===== src/rtl/lfu_pkg.sv =====
// shared constants and types for the lfu eviction policy table
`timescale 1ns / 1ps
package lfu_pkg;
    localparam int CAPACITY   = 16;
    localparam int COUNT_BITS = 16;
    localparam int KEY_BITS   = 64;
    localparam int IDX_BITS   = (CAPACITY > 1) ? $clog2(CAPACITY) : 1;
    localparam int LIVE_BITS  = $clog2(CAPACITY + 1);
    localparam int RANK_BITS  = IDX_BITS;
    localparam int ENTRY_BITS = KEY_BITS + COUNT_BITS + RANK_BITS;

    localparam logic [1:0] OP_GET    = 2'd0;
    localparam logic [1:0] OP_SET    = 2'd1;
    localparam logic [1:0] OP_EVICT  = 2'd2;
    localparam logic [1:0] OP_REMOVE = 2'd3;

    localparam logic [1:0] ST_OK    = 2'd0;
    localparam logic [1:0] ST_MISS  = 2'd1;
    localparam logic [1:0] ST_FULL  = 2'd2;
    localparam logic [1:0] ST_EMPTY = 2'd3;

    localparam logic [COUNT_BITS-1:0] COUNT_MAX = {COUNT_BITS{1'b1}};

    // one stored entry
    typedef struct packed {
        logic [KEY_BITS-1:0]   key;
        logic [COUNT_BITS-1:0] count;
        logic [RANK_BITS-1:0]  rank;
    } entry_t;

    // memory write request
    typedef struct packed {
        logic                en;
        logic [IDX_BITS-1:0] addr;
        entry_t              data;
    } mem_wr_t;
endpackage


===== src/rtl/lfu_entry_ram.sv =====
// entry store: one write port, one registered read port
`timescale 1ns / 1ps
module lfu_entry_ram (
    input  logic                         clk,
    input  logic [lfu_pkg::IDX_BITS-1:0] rd_addr,
    output lfu_pkg::entry_t              rd_data,
    input  lfu_pkg::mem_wr_t             wr
);
    import lfu_pkg::*;

    entry_t mem [CAPACITY];
    entry_t rd_data_reg;

    // synchronous write and read
    always_ff @(posedge clk)
    begin
        if (wr.en)
        begin
            mem[wr.addr] <= wr.data;
        end
        rd_data_reg <= mem[rd_addr];
    end

    assign rd_data = rd_data_reg;
endmodule


===== src/rtl/lfu_eviction_policy_table.sv =====
// lfu eviction policy table: top level with scan sequencer
// each request runs a scan pass over the entry memory, a decision step and, when the table changes,
// an update pass; requests are taken one at a time, the next only once the result has been taken
// both passes use the entry memory, which has one write port and one registered read port
// reset clears valid bits and live count; entry memory needs no clearing
`timescale 1ns / 1ps
module lfu_eviction_policy_table (
    input  logic        clk,
    input  logic        rst_n,
    input  logic        s_tvalid,
    output logic        s_tready,
    input  logic [71:0] s_tdata,   // op[1:0], key[65:2], zero pad
    output logic        m_tvalid,
    input  logic        m_tready,
    output logic [71:0] m_tdata    // status[1:0], victim_key[65:2], zero pad
);
    import lfu_pkg::*;

    localparam logic [2:0] S_IDLE  = 3'd0;
    localparam logic [2:0] S_SCAN  = 3'd1;
    localparam logic [2:0] S_DEC   = 3'd2;
    localparam logic [2:0] S_UPD   = 3'd3;
    localparam logic [2:0] S_OUT   = 3'd4;
    localparam logic [2:0] S_ACT   = 3'd5;

    logic [2:0]            state_reg, state_next;
    logic [1:0]            op_reg;
    logic [KEY_BITS-1:0]   key_reg;
    logic [IDX_BITS:0]     cnt_reg;      // issue counter
    logic                  rvalid_reg;   // read data valid this cycle
    logic [IDX_BITS-1:0]   ridx_reg;     // index of read data
    logic [CAPACITY-1:0]   valid_reg;
    logic [LIVE_BITS-1:0]  live_reg;
    logic                  hit_reg, free_found_reg, vic_found_reg;
    logic [IDX_BITS-1:0]   hit_idx_reg, free_idx_reg, vic_idx_reg;
    logic [RANK_BITS-1:0]  hit_rank_reg, vic_rank_reg;
    logic [COUNT_BITS-1:0] hit_count_reg, vic_count_reg;
    logic [KEY_BITS-1:0]   vic_key_reg;
    // decision
    logic                  act_reg;      // a state change happens
    logic [1:0]            kind_reg;     // 0 touch, 1 insert, 2 drop
    logic [IDX_BITS-1:0]   tgt_reg;
    logic [RANK_BITS-1:0]  tgt_rank_reg;
    logic [COUNT_BITS-1:0] tgt_count_reg;
    logic [1:0]            status_reg;
    logic [KEY_BITS-1:0]   victim_reg;
    logic                  out_valid_reg;

    localparam logic [1:0] K_TOUCH  = 2'd0;
    localparam logic [1:0] K_INSERT = 2'd1;
    localparam logic [1:0] K_DROP   = 2'd2;

    logic [IDX_BITS-1:0] rd_addr;
    entry_t              rd_data;
    mem_wr_t             wr;

    lfu_entry_ram u_ram (
        .clk     (clk),
        .rd_addr (rd_addr),
        .rd_data (rd_data),
        .wr      (wr)
    );

    assign rd_addr  = cnt_reg[IDX_BITS-1:0];
    assign s_tready = (state_reg == S_IDLE);
    assign m_tvalid = out_valid_reg;
    assign m_tdata  = {6'd0, victim_reg, status_reg};

    wire last_issue = (cnt_reg == (IDX_BITS+1)'(CAPACITY - 1));
    wire rd_live    = rvalid_reg && valid_reg[ridx_reg];

    // victim compare on streamed entry
    wire vic_better = !vic_found_reg || (rd_data.count < vic_count_reg) ||
                      ((rd_data.count == vic_count_reg) && (rd_data.rank > vic_rank_reg));

    // rank adjustment in the update pass, with the new count for a touched entry
    entry_t upd;
    logic   upd_en;
    always_comb
    begin
        upd    = rd_data;
        upd_en = 1'b0;
        if (rd_live)
        begin
            upd_en = 1'b1;
            if (ridx_reg == tgt_reg)
            begin
                if (kind_reg == K_TOUCH)
                begin
                    upd.rank  = '0;
                    upd.count = tgt_count_reg;
                end
                else
                begin
                    upd_en = 1'b0;
                end
            end
            else
            begin
                case (kind_reg)
                    K_TOUCH:  if (rd_data.rank < tgt_rank_reg) upd.rank = rd_data.rank + 1'b1;
                    K_INSERT: upd.rank = rd_data.rank + 1'b1;
                    K_DROP:   if (rd_data.rank > tgt_rank_reg) upd.rank = rd_data.rank - 1'b1;
                    default:  upd_en = 1'b0;
                endcase
            end
        end
    end

    // memory write select
    always_comb
    begin
        wr = '0;
        if (state_reg == S_ACT && act_reg && kind_reg == K_INSERT)
        begin
            wr.en   = 1'b1;
            wr.addr = tgt_reg;
            wr.data = '{key: key_reg, count: COUNT_BITS'(1), rank: '0};
        end
        else if (state_reg == S_UPD && upd_en)
        begin
            wr.en   = 1'b1;
            wr.addr = ridx_reg;
            wr.data = upd;
        end
    end

    // next state
    always_comb
    begin
        state_next = state_reg;
        case (state_reg)
            S_IDLE: if (s_tvalid) state_next = S_SCAN;
            S_SCAN: if (rvalid_reg && ridx_reg == IDX_BITS'(CAPACITY - 1)) state_next = S_DEC;
            S_DEC:  state_next = S_ACT;
            S_ACT:  state_next = act_reg ? S_UPD : S_OUT;
            S_UPD:  if (rvalid_reg && ridx_reg == IDX_BITS'(CAPACITY - 1)) state_next = S_OUT;
            S_OUT:  if (out_valid_reg && m_tready) state_next = S_IDLE;
            default: state_next = S_IDLE;
        endcase
    end

    // control and scan registers
    always_ff @(posedge clk or negedge rst_n)
    begin
        if (!rst_n)
        begin
            state_reg     <= S_IDLE;
            valid_reg     <= '0;
            live_reg      <= '0;
            out_valid_reg <= 1'b0;
            rvalid_reg    <= 1'b0;
            cnt_reg       <= '0;
            act_reg       <= 1'b0;
        end
        else
        begin
            state_reg <= state_next;
            // result valid from entry into output until taken
            if (state_reg != S_OUT && state_next == S_OUT)
            begin
                out_valid_reg <= 1'b1;
            end
            else if (out_valid_reg && m_tready)
            begin
                out_valid_reg <= 1'b0;
            end
            case (state_reg)
                S_IDLE:
                begin
                    cnt_reg <= '0;
                    if (s_tvalid)
                    begin
                        op_reg         <= s_tdata[1:0];
                        key_reg        <= s_tdata[KEY_BITS+1:2];
                        hit_reg        <= 1'b0;
                        free_found_reg <= 1'b0;
                        vic_found_reg  <= 1'b0;
                    end
                end
                S_SCAN, S_UPD:
                begin
                    rvalid_reg <= !cnt_reg[IDX_BITS];
                    if (!cnt_reg[IDX_BITS])
                    begin
                        ridx_reg   <= cnt_reg[IDX_BITS-1:0];
                        cnt_reg    <= last_issue ? {1'b1, {IDX_BITS{1'b0}}} : cnt_reg + 1'b1;
                    end
                    if (state_reg == S_SCAN && rvalid_reg)
                    begin
                        if (!valid_reg[ridx_reg] && !free_found_reg)
                        begin
                            free_found_reg <= 1'b1;
                            free_idx_reg   <= ridx_reg;
                        end
                        if (rd_live && rd_data.key == key_reg && !hit_reg)
                        begin
                            hit_reg       <= 1'b1;
                            hit_idx_reg   <= ridx_reg;
                            hit_rank_reg  <= rd_data.rank;
                            hit_count_reg <= rd_data.count;
                        end
                        if (rd_live && vic_better)
                        begin
                            vic_found_reg <= 1'b1;
                            vic_idx_reg   <= ridx_reg;
                            vic_rank_reg  <= rd_data.rank;
                            vic_count_reg <= rd_data.count;
                            vic_key_reg   <= rd_data.key;
                        end
                    end
                end
                S_DEC:
                begin
                    cnt_reg    <= '0;
                    status_reg <= ST_OK;
                    victim_reg <= '0;
                    act_reg    <= 1'b0;
                    case (op_reg)
                        OP_GET:
                        begin
                            if (hit_reg)
                            begin
                                act_reg       <= 1'b1;
                                kind_reg      <= K_TOUCH;
                                tgt_reg       <= hit_idx_reg;
                                tgt_rank_reg  <= hit_rank_reg;
                                tgt_count_reg <= (hit_count_reg == COUNT_MAX) ? COUNT_MAX
                                                 : hit_count_reg + 1'b1;
                            end
                            else status_reg <= ST_MISS;
                        end
                        OP_SET:
                        begin
                            if (hit_reg)
                            begin
                                act_reg       <= 1'b1;
                                kind_reg      <= K_TOUCH;
                                tgt_reg       <= hit_idx_reg;
                                tgt_rank_reg  <= hit_rank_reg;
                                tgt_count_reg <= COUNT_BITS'(1);
                            end
                            else if (free_found_reg)
                            begin
                                act_reg   <= 1'b1;
                                kind_reg  <= K_INSERT;
                                tgt_reg   <= free_idx_reg;
                                valid_reg[free_idx_reg] <= 1'b1;
                                live_reg  <= live_reg + 1'b1;
                            end
                            else status_reg <= ST_FULL;
                        end
                        OP_EVICT:
                        begin
                            if (vic_found_reg)
                            begin
                                act_reg      <= 1'b1;
                                kind_reg     <= K_DROP;
                                tgt_reg      <= vic_idx_reg;
                                tgt_rank_reg <= vic_rank_reg;
                                victim_reg   <= vic_key_reg;
                                valid_reg[vic_idx_reg] <= 1'b0;
                                live_reg     <= live_reg - 1'b1;
                            end
                            else status_reg <= ST_EMPTY;
                        end
                        default:
                        begin
                            if (hit_reg)
                            begin
                                act_reg      <= 1'b1;
                                kind_reg     <= K_DROP;
                                tgt_reg      <= hit_idx_reg;
                                tgt_rank_reg <= hit_rank_reg;
                                valid_reg[hit_idx_reg] <= 1'b0;
                                live_reg     <= live_reg - 1'b1;
                            end
                            else status_reg <= ST_MISS;
                        end
                    endcase
                end
                default: ;
            endcase
        end
    end

    // live count tracks valid bits
    assert property (@(posedge clk) disable iff (!rst_n)
        live_reg == LIVE_BITS'($countones(valid_reg)))
        else $error("live count out of step with valid bits");

    // no request accepted while a result is pending
    assert property (@(posedge clk) disable iff (!rst_n)
        m_tvalid |-> !s_tready)
        else $error("request accepted with result pending");

    // the memory is written only in the insert step or update
    assert property (@(posedge clk) disable iff (!rst_n)
        wr.en |-> (state_reg == S_ACT || state_reg == S_UPD))
        else $error("stray memory write");
endmodule


===== config.mk =====
export PLATFORM = sky130hd
export DESIGN_NAME = lfu_eviction_policy_table
export DESIGN_NICKNAME = d
export VERILOG_FILES = /design/src/rtl/lfu_pkg.sv /design/src/rtl/lfu_entry_ram.sv /design/src/rtl/lfu_eviction_policy_table.sv
export SDC_FILE = /design/constraint.sdc
export NUM_CORES = 2
export LEC_CHECK = 0
export ABC_AREA = 1
export BUFFER_PORTS_ARGS = -buffer_cell sky130_fd_sc_hd__buf_2
export CAP_MARGIN = 15
export CORE_MARGIN = 10
export CORE_UTILIZATION = 50
export CTS_CLUSTER_SIZE = 28
export DETAILED_ROUTE_END_ITERATION = 12
export PLACE_DENSITY = 0.66
export SETUP_SLACK_MARGIN = 0.02
export SLEW_MARGIN = 20
export SYNTH_ARGS = -nofsm -noshare
export SYNTH_HDL_FRONTEND = slang
export SYNTH_HIERARCHICAL = 1
export SYNTH_SLANG_ARGS = --single-unit

===== constraint.sdc =====
create_clock -name clk -period 6.6 [get_ports clk]
set_clock_uncertainty 0.05 [all_clocks]
set_input_delay 0 -clock clk [delete_from_list [all_inputs] [get_ports clk]]
set_output_delay 0 -clock clk [all_outputs]
set_load 0.02 [all_outputs]

# Word level (Yosys, flattened, before mapping)
# Memory sizes are Yosys's and may differ from the RTL's. A register that Yosys moved wholly into a read port is not among the register bits.
# Cells that the tools add are included.
[word_totals] latch_bits=0 output_inout_bits=74 romBits=0 memories=1 register_bits=308 mem_bits_rw=1344
[memory_table] name="u_ram.mem" depth=16 word_bits=84 rd=1 rd_clocked_by_memory_dff=1 wr=1 line="lfu_entry_ram.sv:11" source="entry_t mem [CAPACITY];"
[classes] eq_ne=29 add_sub_neg=4 shift=0 n_div=0 muxes=77 n_reduce_logical=51 n_lt_le_gt_ge=11 bitwise_logic=7 mul=0
[op_table] operator="89-bit two-way mux" n=2
[op_table] operator="16-bit two-way mux" n=8
[op_table] operator="64-bit == test" n=1
[op_table] operator="16-bit case mux with 3 select lines" n=1
[op_table] operator="20-bit two-way mux" n=2
[op_table] operator="4-bit two-way mux" n=10
[op_table] operator="16-bit AND" n=2
[op_table] operator="16-bit NOT" n=2
[op_table] operator="16-bit case mux with 2 select lines" n=1
[op_table] operator="5-bit AND reduction" n=5
[op_table] operator="1-bit two-way mux" n=24
[op_table] operator="2-bit != test (second input constant)" n=11
[op_table] operator="4-bit by 5-bit less-than comparator with 1-bit output (second input constant)" n=4
[op_table] operator="3-bit case mux with 6 select lines" n=1
[op_table] operator="16-bit by 1-bit adder with 16-bit output (second input constant)" n=1
[op_table] operator="16-bit == test" n=1
[op_table] operator="16-bit == test (second input constant)" n=1
[op_table] operator="1-bit logical AND" n=16
[op_table] operator="16-bit less-than comparator" n=1
[op_table] operator="2-bit two-way mux" n=8
[op_table] operator="16-bit OR" n=1
[op_table] operator="4-bit AND reduction" n=4
[op_table] operator="3-bit two-way mux" n=5
[op_table] operator="1-bit demux with 4-bit select" n=3
[op_table] operator="35 further kinds" n=64

# Depth between registers and ports, before layout
[logic_depth] depth_word=10 mapped_depth=17 ltp_nobuf=14

# Modules after synthesis
# The synthesis kept the hierarchy.
[by_module_without_submodules] mod="lfu_entry_ram" cells_each=5517 seq_area_each_um2=42040.3 area_each_um2=58935.3 n_inst=1
[by_module_without_submodules] mod="lfu_eviction_policy_table" cells_each=1592 seq_area_each_um2=9113.7 area_each_um2=15288.4 n_inst=1

# Worst setup path after synthesis
# No wires, ideal clock.
[synth_path] path_type="reg2reg" start="reg ridx_reg[0]" end="mem u_ram/mem[10][0] (netlist name) (enable)" slack_ps=647 t_required_ps=6023 path_stages_with_launch=13 arrival_ps=5376 setup_ps=527 period_less_slack_ps=5953 path_cell_list="edfxtp_1 buf_6 xor2_1 nor2_1 nand2_2 nor2_1 inv_1 nand3_4 buf_6 buf_6 o22ai_2 nand3b_1 nor2_1"
[synth_rtl] item="start: declaration" line="lfu_eviction_policy_table.sv:31" source="logic [IDX_BITS-1:0] ridx_reg;"
[synth_rtl] item="start signal: assignment" line="lfu_eviction_policy_table.sv:186" source="ridx_reg <= cnt_reg[IDX_BITS-1:0];"
[synth_rtl] item="end: declaration" line="lfu_entry_ram.sv:11"

==> impl_metrics.env <==
export IMPL_power_switching_mw=9.24
export IMPL_drtIter0Drc=5810
export IMPL_fin_nets=7422
export IMPL_antenna_found_initial=3
export IMPL_synth_flop_cell="edfxtp_1"
export IMPL_htreeDepth=4
export IMPL_die_area_mm2=0.164
export IMPL_crit_path_max_fanout=61
export IMPL_drv_cap=0
export IMPL_cts_path_max_buffers=3
export IMPL_status="finished, final reports clean"
export IMPL_tritoncts_num_buffers=178
export IMPL_yosysMostFrequentCell="nand2_1"
export IMPL_comb_power_share_pct=21.2
export IMPL_r2r_end="u_ram/mem[8][26]"
export IMPL_fp_coreArea_mm2=0.148
export IMPL_top_level_ports=150
export IMPL_slew_violations=0
export IMPL_layout_drive_gt1_share_pct=7.66
export IMPL_fmax_mhz=197
export IMPL_worstMarginPinSlew_ns=1.39
export IMPL_hp_class="input pin to register"
export IMPL_power_density_mw_per_mm2=349
export IMPL_viasPerCell=5.31
export IMPL_insertedDiodeCount=0
export IMPL_ctsHoldBuffers=138
export IMPL_synth_area_mm2=0.0742
export IMPL_synth_top_cell_area_share_pct=65.7
export IMPL_switching_share_pct=31.4
export IMPL_grtUsageTotal_pct=22.8
export IMPL_area_delta_synth_final_pct=13.4
export IMPL_r2r_start="ridx_reg[0]"
export IMPL_synth_area_leaders="edfxtp_1, nand2_1, nand3_1"
export IMPL_cts_repair_resized=0
export IMPL_synthTopCellsByCount="nand2_1, edfxtp_1, inv_1"
export IMPL_grt_pass1_vias=47300
export IMPL_syn_area_per_cell_um2=10.4
export IMPL_start_kind="register"
export IMPL_final_area_mm2=0.0842
export IMPL_drtAntennaViolNets=0
export IMPL_grt_remaining_overflow=0
export IMPL_cp_arrival_ns=5.47
export IMPL_hold_slack_ns=0.116
export IMPL_hold_viol=0
export IMPL_synthCells=7109
export IMPL_drc=0
export IMPL_drt_first_pass_iters=7
export IMPL_rrSetupSlack_ns=1.52
export IMPL_cts_setup_buffers=0
export IMPL_yosysTopAreaCell="edfxtp_1"
export IMPL_fin_crit_sh_pct=77.0
export IMPL_finalSetupViolCount=0
export IMPL_setup_slack_ns=1.52
export IMPL_place_area_mm2=0.0769
export IMPL_synth_edf_count=1625
export IMPL_p_seq_share_pct=44.8
export IMPL_yosys_cell_types_count=45
export IMPL_async_flop_share_pct=1.56
export IMPL_die_y_um=405
export IMPL_cts_root_buf="clkbuf_16"
export IMPL_largest_reg_flops=1344
export IMPL_relSlewSlack_pct=7.02
export IMPL_die_w_um=405
export IMPL_ys_ff_latch=1736
export IMPL_required_ns=6.99
export IMPL_cts_tree="built"
export IMPL_rows=141
export IMPL_worst_r2r_cell_count=13
export IMPL_vias=49800
export IMPL_total_leakage_power_nw=36.6
export IMPL_clkTransAtPathRegs_ns=0.06
export IMPL_min_from="m_tready"
export IMPL_place_gp_congestion=0.849
export IMPL_p_int_mw=20.1
export IMPL_clkPwrFrac_pct=34.0
export IMPL_io_buffers=137
export IMPL_placement_setup_worst_slack_ns=1.66
export IMPL_end_kind="register"
export IMPL_yosys_warnings=6
export IMPL_holdPathStages=5
export IMPL_rsz0062_at_grt="no"
export IMPL_min_period_ns=5.08
export IMPL_min_to="state_reg[2]"
export IMPL_grt_max_degree=233
export IMPL_cts_sinks=1736
export IMPL_final_util_pct=57.0
export IMPL_dp_hpwl_mm=95.9
export IMPL_finalWirelength_mm=190
export IMPL_clkLatencyLatePin_ns=0.81
export IMPL_grt_pass1_wl_mm=287
export IMPL_finalSetupTns_ns=0
export IMPL_initial_core_util_pct=50.3
export IMPL_crit_type="register to register"
export IMPL_yosysSeqAreaShare_pct=68.9
export IMPL_ir_worst_vdd_mv=0.405
export IMPL_wl_per_cell_um=20.3
-- per-layer routing --
metal  global-route usage, %  share of wire [%]
met1                    32.2                 42
met2                    36.4                 46
met3                    3.79                9.0
met4                    6.84                2.5
met5                       0                  0
-- worst max path at each step --
stage	from	to	slack, ns
after floorplan	ridx_reg[0]	u_ram/mem[10][0]	0.65
after global placement	ridx_reg[0]	u_ram/mem[8][28]	1.71
after detailed placement	ridx_reg[0]	u_ram/mem[8][41]	1.66
after CTS	ridx_reg[0]	u_ram/mem[8][38]	1.65
after global routing	ridx_reg[0]	u_ram/mem[8][30]	1.37
final	ridx_reg[0]	u_ram/mem[8][26]	1.52
-- kinds of logic after synthesis --
group                      Yosys count  synth area share, %
xor gates and xnor gates            35                0.413
DFF                               1736                 68.9
buffers and inverters             1667                 8.95
and+or+nand+nor                   3426                 19.4
AOI/OAI and AO/OA                  213                 1.79
other                                1              0.00505
adders and majority gates           31                0.523
-- layout make-up --
type	count	area, µm²
inverter	1338	5050
sequential	1736	51200
fill	12000	63500
clock inverter	91	901
clock buffer	238	4880
timing repair buffer	350	3050
multi-input combinational	3711	16700
tap	1930	2410
-- placed cells by master, fill, tap and decap left out, types with 30 or more instances in the layout --
| cell | n |
|---|---|
| nand2_1 | 2117 |
| edfxtp_1 | 1625 |
| inv_1 | 1325 |
| nand3_1 | 1080 |
| clkbuf_16 | 181 |
| buf_2 | 139 |
| nor2_1 | 137 |
| dlygate4sd3_1 | 137 |
| dfxtp_1 | 84 |
| o21ai_0 | 79 |
| o22ai_1 | 43 |
| clkbuf_1 | 43 |
| buf_4 | 39 |
| clkinv_2 | 37 |
| buf_12 | 34 |
| ha_1 | 31 |
| nand4_1 | 30 |
-- power by group through the flow --
stage / registers, mW / logic (mW) / clock network, mW
6_report: 13.2 / 6.23 / 9.99
5_1_grt: 13.2 / 6.96 / 10.6
4_1_cts: 13.2 / 6.18 / 10.1
3_5_place_dp: 13.4 / 6.07 / 0
3_3_place_gp: 13.4 / 6.00 / 0
2_1_floorplan: 13.0 / 4.70 / 0
-- worst max-delay path, cell delays in order (launching register included) --
cell,delay [ns]
edfxtp_1,0.71
inv_6,0.11
nand2_1,0.10
nand3_1,0.08
nand3_1,0.10
nand3_1,0.12
nand2_2,0.15
nand2_4,0.23
inv_2,0.48
nand3_4,0.55
o22ai_2,0.39
nand3b_1,0.39
nor2_4,0.60
buf_12,0.53
-- per-stage QoR --
step	total power, mW	cells
2_1_floorplan	17.7	7114
3_3_place_gp	19.4	8923
3_5_place_dp	19.5	8923
4_1_cts	29.5	9390
5_1_grt	30.7	9394
6_report	29.4	9394
(Power assumes the default switching activity.)
